--- src/sv/tael_pkg.sv ---
// ---------------------------------------------------------------------------
// tael_pkg
// Types and codes shared by the threshold alarm event logger.
// ---------------------------------------------------------------------------
package tael_pkg;

    typedef enum logic [1:0] {
        ACT_SAMPLE = 2'd0,
        ACT_QUERY  = 2'd1,
        ACT_CLEAR  = 2'd2,
        ACT_REARM  = 2'd3
    } action_t;

    typedef enum logic [1:0] {
        KIND_ALARM = 2'd0,
        KIND_EMPTY = 2'd1,
        KIND_ACK   = 2'd2
    } kind_t;

    typedef enum logic [1:0] {
        REG_LIMIT0 = 2'd0,
        REG_LIMIT1 = 2'd1,
        REG_LIMIT2 = 2'd2,
        REG_REPORT = 2'd3
    } reg_idx_t;

    typedef enum logic [1:0] {
        ST_IDLE,
        ST_EMIT
    } state_t;

    localparam int unsigned NUM_CHAN    = 3;
    localparam logic [1:0]  LAST_CHAN   = 2'd2;
    localparam logic [31:0] LIMIT0_INIT = 32'd768000;
    localparam logic [31:0] LIMIT1_INIT = 32'd768000;
    localparam logic [31:0] LIMIT2_INIT = 32'd20480;

    typedef struct packed {
        logic [1:0]         action;
        logic [1:0]         chan;
        logic signed [31:0] sample_value;
        logic [31:0]        stamp_seconds;
    } in_item_t;

    typedef struct packed {
        logic [1:0]         kind;
        logic [31:0]        rec_stamp;
        logic [1:0]         rec_chan;
        logic signed [31:0] rec_limit;
        logic signed [31:0] rec_value;
        logic               last;
    } out_item_t;

    typedef struct packed {
        logic [31:0]        stamp;
        logic [1:0]         chan;
        logic signed [31:0] limit;
        logic signed [31:0] value;
    } log_rec_t;

endpackage

--- src/sv/threshold_alarm_event_logger.sv ---
// ---------------------------------------------------------------------------
// threshold_alarm_event_logger
// Three-channel threshold alarm with a ring log of alarm records.
// ---------------------------------------------------------------------------
// Clear, rearm and newly alarming sample items (with reporting on) give a
// result on m_ the cycle after acceptance. A non-empty query reads the log:
// each record passes the read register and the output register, one record
// per cycle while m_ready stays high (one memory read port). The next item is
// accepted once the last result is in the output register and being taken.
// Reset clears control state, flags and count, and loads the threshold reset
// values; log memory contents stay undefined and need no clearing pass.
module threshold_alarm_event_logger
    import tael_pkg::*;
#(
    parameter int unsigned LOG_DEPTH = 10
) (
    input  logic        aclk,
    input  logic        aresetn,

    input  logic        s_valid,
    output logic        s_ready,
    input  in_item_t    s_data,

    output logic        m_valid,
    input  logic        m_ready,
    output out_item_t   m_data,

    input  logic        psel,
    input  logic        penable,
    input  logic        pwrite,
    input  logic [3:0]  paddr,
    input  logic [31:0] pwdata,
    output logic [31:0] prdata,
    output logic        pready
);

    localparam int unsigned AW = (LOG_DEPTH > 1) ? $clog2(LOG_DEPTH) : 1;
    localparam int unsigned CW = $clog2(LOG_DEPTH + 1);
    localparam logic [AW-1:0] LAST_SLOT = AW'(LOG_DEPTH - 1);
    localparam logic [CW-1:0] FULL_COUNT = CW'(LOG_DEPTH);

    function automatic logic [AW-1:0] slot_prev(input logic [AW-1:0] s);
        return (s == '0) ? LAST_SLOT : s - AW'(1);
    endfunction

    function automatic logic [AW-1:0] slot_next(input logic [AW-1:0] s);
        return (s == LAST_SLOT) ? '0 : s + AW'(1);
    endfunction

    // Configuration registers
    logic [31:0] limit0_reg, limit1_reg, limit2_reg;
    logic        report_reg;
    logic        cfg_wr;
    reg_idx_t    cfg_idx;

    assign pready  = 1'b1;
    assign cfg_wr  = psel & penable & pwrite;
    assign cfg_idx = reg_idx_t'(paddr[3:2]);

    always_ff @(posedge aclk) begin
        if (!aresetn) begin
            limit0_reg <= LIMIT0_INIT;
            limit1_reg <= LIMIT1_INIT;
            limit2_reg <= LIMIT2_INIT;
            report_reg <= 1'b0;
        end else if (cfg_wr) begin
            case (cfg_idx)
                REG_LIMIT0: limit0_reg <= pwdata;
                REG_LIMIT1: limit1_reg <= pwdata;
                REG_LIMIT2: limit2_reg <= pwdata;
                REG_REPORT: report_reg <= pwdata[0];
                default:    ;
            endcase
        end
    end

    always_comb begin
        case (cfg_idx)
            REG_LIMIT0: prdata = limit0_reg;
            REG_LIMIT1: prdata = limit1_reg;
            REG_LIMIT2: prdata = limit2_reg;
            REG_REPORT: prdata = {31'd0, report_reg};
            default:    prdata = '0;
        endcase
    end

    // Log memory: one write port, one registered read port
    log_rec_t        log_mem [LOG_DEPTH];
    log_rec_t        mem_rd_reg;
    logic            mem_we, mem_re;
    logic [AW-1:0]   mem_waddr, mem_raddr;
    log_rec_t        mem_wdata;

    always_ff @(posedge aclk) begin
        if (mem_we) begin
            log_mem[mem_waddr] <= mem_wdata;
        end
    end

    always_ff @(posedge aclk) begin
        if (mem_re) begin
            mem_rd_reg <= log_mem[mem_raddr];
        end
    end

    // Control state
    state_t                state_reg, state_next;
    logic [NUM_CHAN-1:0]   flags_reg, flags_next;
    logic [CW-1:0]         count_reg, count_next;
    logic [AW-1:0]         wslot_reg, wslot_next;
    logic [AW-1:0]         rptr_reg, rptr_next;
    logic [CW-1:0]         remain_reg, remain_next;
    logic                  m_valid_reg, m_valid_next;
    out_item_t             m_item_reg, m_item_next;

    logic        out_free;
    logic        in_acc;
    logic [31:0] sel_limit;
    logic        over;

    assign out_free = ~m_valid_reg | m_ready;
    assign s_ready  = (state_reg == ST_IDLE) && out_free;
    assign in_acc   = s_valid & s_ready;
    assign m_valid  = m_valid_reg;
    assign m_data   = m_item_reg;

    always_comb begin
        case (s_data.chan)
            2'd0:    sel_limit = limit0_reg;
            2'd1:    sel_limit = limit1_reg;
            default: sel_limit = limit2_reg;
        endcase
    end

    assign over = s_data.sample_value > $signed(sel_limit);

    always_comb begin
        state_next   = state_reg;
        flags_next   = flags_reg;
        count_next   = count_reg;
        wslot_next   = wslot_reg;
        rptr_next    = rptr_reg;
        remain_next  = remain_reg;
        m_valid_next = m_valid_reg & ~m_ready;
        m_item_next  = m_item_reg;
        mem_we       = 1'b0;
        mem_waddr    = wslot_reg;
        mem_wdata    = '{stamp: s_data.stamp_seconds, chan: s_data.chan,
                         limit: sel_limit, value: s_data.sample_value};
        mem_re       = 1'b0;
        mem_raddr    = rptr_reg;

        case (state_reg)
            ST_IDLE: begin
                if (in_acc) begin
                    case (action_t'(s_data.action))
                        ACT_SAMPLE: begin
                            // Channel 3 is ignored
                            if (s_data.chan <= LAST_CHAN) begin
                                flags_next[s_data.chan] = over;
                                if (over && !flags_reg[s_data.chan]) begin
                                    mem_we     = 1'b1;
                                    wslot_next = slot_next(wslot_reg);
                                    if (count_reg < FULL_COUNT) begin
                                        count_next = count_reg + CW'(1);
                                    end
                                    if (report_reg) begin
                                        m_valid_next = 1'b1;
                                        m_item_next  = '{kind: KIND_ALARM,
                                            rec_stamp: s_data.stamp_seconds,
                                            rec_chan: s_data.chan,
                                            rec_limit: sel_limit,
                                            rec_value: s_data.sample_value,
                                            last: 1'b1};
                                    end
                                end
                            end
                        end
                        ACT_QUERY: begin
                            if (count_reg == '0) begin
                                m_valid_next = 1'b1;
                                m_item_next  = '{kind: KIND_EMPTY, rec_stamp: '0,
                                    rec_chan: '0, rec_limit: '0, rec_value: '0,
                                    last: 1'b1};
                            end else begin
                                // Fetch the newest record, then walk backward
                                mem_re      = 1'b1;
                                mem_raddr   = slot_prev(wslot_reg);
                                rptr_next   = slot_prev(slot_prev(wslot_reg));
                                remain_next = count_reg;
                                state_next  = ST_EMIT;
                            end
                        end
                        ACT_CLEAR: begin
                            count_next   = '0;
                            wslot_next   = '0;
                            flags_next   = '1;
                            m_valid_next = 1'b1;
                            m_item_next  = '{kind: KIND_ACK, rec_stamp: '0,
                                rec_chan: '0, rec_limit: '0, rec_value: '0,
                                last: 1'b1};
                        end
                        default: begin
                            flags_next   = '0;
                            m_valid_next = 1'b1;
                            m_item_next  = '{kind: KIND_ACK, rec_stamp: '0,
                                rec_chan: '0, rec_limit: '0, rec_value: '0,
                                last: 1'b1};
                        end
                    endcase
                end
            end
            ST_EMIT: begin
                // Hold the read data until the output register can take it
                if (out_free) begin
                    m_valid_next = 1'b1;
                    m_item_next  = '{kind: KIND_ALARM, rec_stamp: mem_rd_reg.stamp,
                        rec_chan: mem_rd_reg.chan, rec_limit: mem_rd_reg.limit,
                        rec_value: mem_rd_reg.value, last: (remain_reg == CW'(1))};
                    remain_next  = remain_reg - CW'(1);
                    if (remain_reg == CW'(1)) begin
                        state_next = ST_IDLE;
                    end else begin
                        mem_re    = 1'b1;
                        mem_raddr = rptr_reg;
                        rptr_next = slot_prev(rptr_reg);
                    end
                end
            end
            default: state_next = ST_IDLE;
        endcase
    end

    always_ff @(posedge aclk) begin
        if (!aresetn) begin
            state_reg   <= ST_IDLE;
            flags_reg   <= '0;
            count_reg   <= '0;
            wslot_reg   <= '0;
            rptr_reg    <= '0;
            remain_reg  <= '0;
            m_valid_reg <= 1'b0;
        end else begin
            state_reg   <= state_next;
            flags_reg   <= flags_next;
            count_reg   <= count_next;
            wslot_reg   <= wslot_next;
            rptr_reg    <= rptr_next;
            remain_reg  <= remain_next;
            m_valid_reg <= m_valid_next;
        end
    end

    always_ff @(posedge aclk) begin
        m_item_reg <= m_item_next;
    end

endmodule

--- config.mk ---
export PLATFORM = sky130hd
export DESIGN_NAME = threshold_alarm_event_logger
export DESIGN_NICKNAME = d
export VERILOG_FILES = /design/src/sv/tael_pkg.sv /design/src/sv/threshold_alarm_event_logger.sv
export SDC_FILE = /design/constraint.sdc
export NUM_CORES = 2
export LEC_CHECK = 0
export BUFFER_PORTS_ARGS = -buffer_cell sky130_fd_sc_hd__buf_2
export CAP_MARGIN = 30
export CORE_ASPECT_RATIO = 0.8
export CORE_MARGIN = 2
export CORE_UTILIZATION = 50
export DETAILED_ROUTE_END_ITERATION = 12
export PLACE_DENSITY = 0.67
export SYNTH_ARGS = -nofsm -noshare
export SYNTH_HDL_FRONTEND = slang
export SYNTH_SLANG_ARGS = --single-unit
--- constraint.sdc ---
create_clock -name aclk -period 16.82 [get_ports aclk]
set_clock_uncertainty 0.1 [all_clocks]
set_input_delay 3.364 -clock aclk [delete_from_list [all_inputs] [get_ports aclk]]
set_output_delay 3.364 -clock aclk [all_outputs]
set_load 0.01 [all_outputs]
==> results.toml <==
[power]
switching_share = 0.211
irDropWorstVdd_uv = 84.9
pwr-share-comb = 0.041
p_leak_nw = 19.5
p_clk_frac = 0.420
power_switching_mw = 1.39
pwr-share-seq = 0.539
p_int_mw = 5.22
power.density_nw_per_um2 = 113

[timing]
worstMarginPinSlew_ns = 1.04
fmax_mhz = 102
slew_viol_final = 0
fin_ws_ns = 7.03
period_share = 0.582
min_period_ns = 9.79
rsz0062_at_grt = "false"
setup_viol = 0
hold_slack_ns = 0.368
final-hold-violation-count = 0
finalSetupTns_ns = 0
slew_headroom = 0.310

[routing]
postRouteAntennaNets = 0
drtIter0Drc = 2868
drt-vias-per-instance = 5.87
routedWlPerCell_microns = 24.9
dr_total_vias = 28800
drc = 0
wl_microns = 123000
route.met2.wl_microns = 59300
met1Wirelength_microns = 50900
highest_layer = "met5"
met3WireLength_microns = 8330
firstDrtPassIters = 7

[cts]
h-tree-depth = 3
clk_path_buf_depth = 3
hold_buffers = 0
cts_buffers = 121
cts_tree = "yes"
cts_resized = 0
cts_root_buf = "clkbuf_16"
clkTransAtPathRegs_ns = 0.07
post_cts.repair.setup_buffers = 0
clk_latency_ns = 0.72
cts_num_sinks = 1297

[yosys]
syn-cell-area_sq_um = 51500
yosys-mux-area-fraction = 0.100
synth_fp_nets = 3381
ys_async_sr_fraction = 0
yosysWarnings = 0
synthXorXnorAreaFrac = 0.000510
syn_area_per_cell_sq_um = 15.9
synthCells = 3234
synthAdderAreaFrac = 0.00874
ys_seq_area_frac = 0.733
synth_top_family_by_area = "multiplexers"
synth_compound_area_frac = 0.0641
synth_simple_gate_area_frac = 0.0712
synth_edf_count = 1179
synth-seq-cells = 1297
synth_cell_type_count = 59
synthFlopType = "edfxtp_1"

[place]
place.gp.congestion = 0.779
place.port_buffers = 243
dp_hpwl_microns = 67500
dp_slack_ns = 6.20
placed_area_sq_um = 54200

[global_route]
grt_pass1_vias = 28600
track_usage = 0.232
grt_max_degree = 197
grt_pass1_wl_microns = 182000
overflow = 0
antenna_found_initial = 9

[layout]
layout-drive-gt1-share = 0.199
layout_commonest_cell = "edfxtp_1"
post-route-cell-area_sq_um = 58300
nets = 3609
area_delta_synth_final_pct = 13.2
final_cell_mix = "edfxtp_1, nand2_1, buf_2, mux4_2, o21ai_0"
n_fill_cell = 7797
largest_register_ffs = 980

[worst_setup_path]
critPathMaxFanout = 50
crit_required_ns = 17.05
cp.arrival_ns = 10.03
endpoint_kind = "flop"
startpoint_type = "input port"
critPathKind = "input port to flop"

[flow_run]
maxCapViolCount = 0

[worst_hold_path]
worst_hold_path_type = "flop to flop"

[floorplanning]
ioPinCount = 247
coreArea_sq_um = 102000
start_util = 0.503
die_w_microns = 363
num_rows = 105
dieHeight_microns = 291
die_area_sq_um = 106000

[run_status]
status = "completed"
## synth_stat cells, drive strengths merged (30+ instances only)
| master | instances | area share |
|---|---|---|
| mux2i | 71 | 0.014 |
| a21boi | 86 | 0.013 |
| dfxtp | 118 | 0.046 |
| buf | 68 | 0.0091 |
| a21oi | 51 | 0.0051 |
| o21ai | 147 | 0.014 |
| mux4 | 197 | 0.086 |
| nor2b | 111 | 0.014 |
| clkbuf | 132 | 0.0097 |
| nand3 | 30 | 0.0030 |
| edfxtp | 1179 | 0.69 |
| ha | 36 | 0.0087 |
| nor2 | 64 | 0.0047 |
| nand2 | 624 | 0.045 |
| a211oi | 100 | 0.015 |
| a31oi | 99 | 0.012 |
| inv | 45 | 0.0033 |
## power by group through the flow
| stage | Sequential (mW) | Clock, mW | Combinational (mW) |
|---|---|---|---|
| 4_1_cts | 3.56 | 2.82 | 0.273 |
| 5_1_grt | 3.57 | 2.95 | 0.296 |
| 3_3_place_gp | 3.63 | 0 | 0.267 |
| 6_report | 3.56 | 2.78 | 0.271 |
| 3_5_place_dp | 3.63 | 0 | 0.272 |
| 2_1_floorplan | 3.65 | 0 | 0.142 |
## logic make-up (layout without fill, tap and decap cells)
kind of cell | after synthesis | in the layout
AO/OA/AOI/OAI | 518 | 518
XOR/XNOR | 3 | 3
flip-flops | 1297 | 1297
other | 1 | 7
adder cells (fa/ha/maj) | 36 | 36
buffers and inverters | 245 | 581
AND/OR/NAND/NOR | 866 | 866
multiplexers | 268 | 268
## area by class of cell
class | instances | area [sq um] | share of cell area
Antenna cell | 6 | 15.0 | 0.000257
Sequential cell | 1297 | 37800 | 0.648
Clock buffer | 154 | 3180 | 0.0546
Tap cell | 1337 | 1670 | 0.0287
Multi-Input combinational cell | 1692 | 12800 | 0.219
Timing Repair Buffer | 305 | 1880 | 0.0323
Clock inverter | 77 | 861 | 0.0148
Inverter | 45 | 169 | 0.00290
## metal layers
metal / up-vias / GRT usage
li1: 12800 / -
met1: 14800 / 0.324
met2: 1013 / 0.377
met3: 202 / 0.0330
met4: 4 / 0.0791
met5: - / 0
## through the flow
stage	total power, mW	instances	utilization
after floorplan	3.79	3234	-
after global placement	3.90	4667	0.528
after detailed placement	3.91	4674	0.530
after CTS	6.66	4905	0.569
after global routing	6.81	4911	0.570
final	6.61	4913	0.570
## final timing paths
| check | start | end | slack (ns) | cells past startpoint |
|---|---|---|---|---|
| worst max-delay path | s_data[64] | log_mem[6][83] | 7.03 | 16 |
| worst min-delay path | remain_reg[1] | remain_reg[1] | 0.37 | 2 |
| worst max register to register | limit1_reg[31] | log_mem[6][83] | 10.29 | 14 |
| worst min register to register | remain_reg[1] | remain_reg[1] | 0.37 | 2 |
## worst max-delay path, stage by stage
cell       delay [ns]
buf_2            0.08
buf_4            0.61
mux2i_1          0.27
nor2_1           0.06
a21oi_1          0.49
ha_1             0.40
nand4_1          0.23
nor4_1           0.85
o41a_1           0.32
o2111ai_1        0.14
a31oi_1          0.20
buf_4            0.20
nand4b_1         0.39
nor2_4           0.81
buf_4            0.61
buf_4            0.83
No activity file was read; power rests on OpenSTA's default activity.
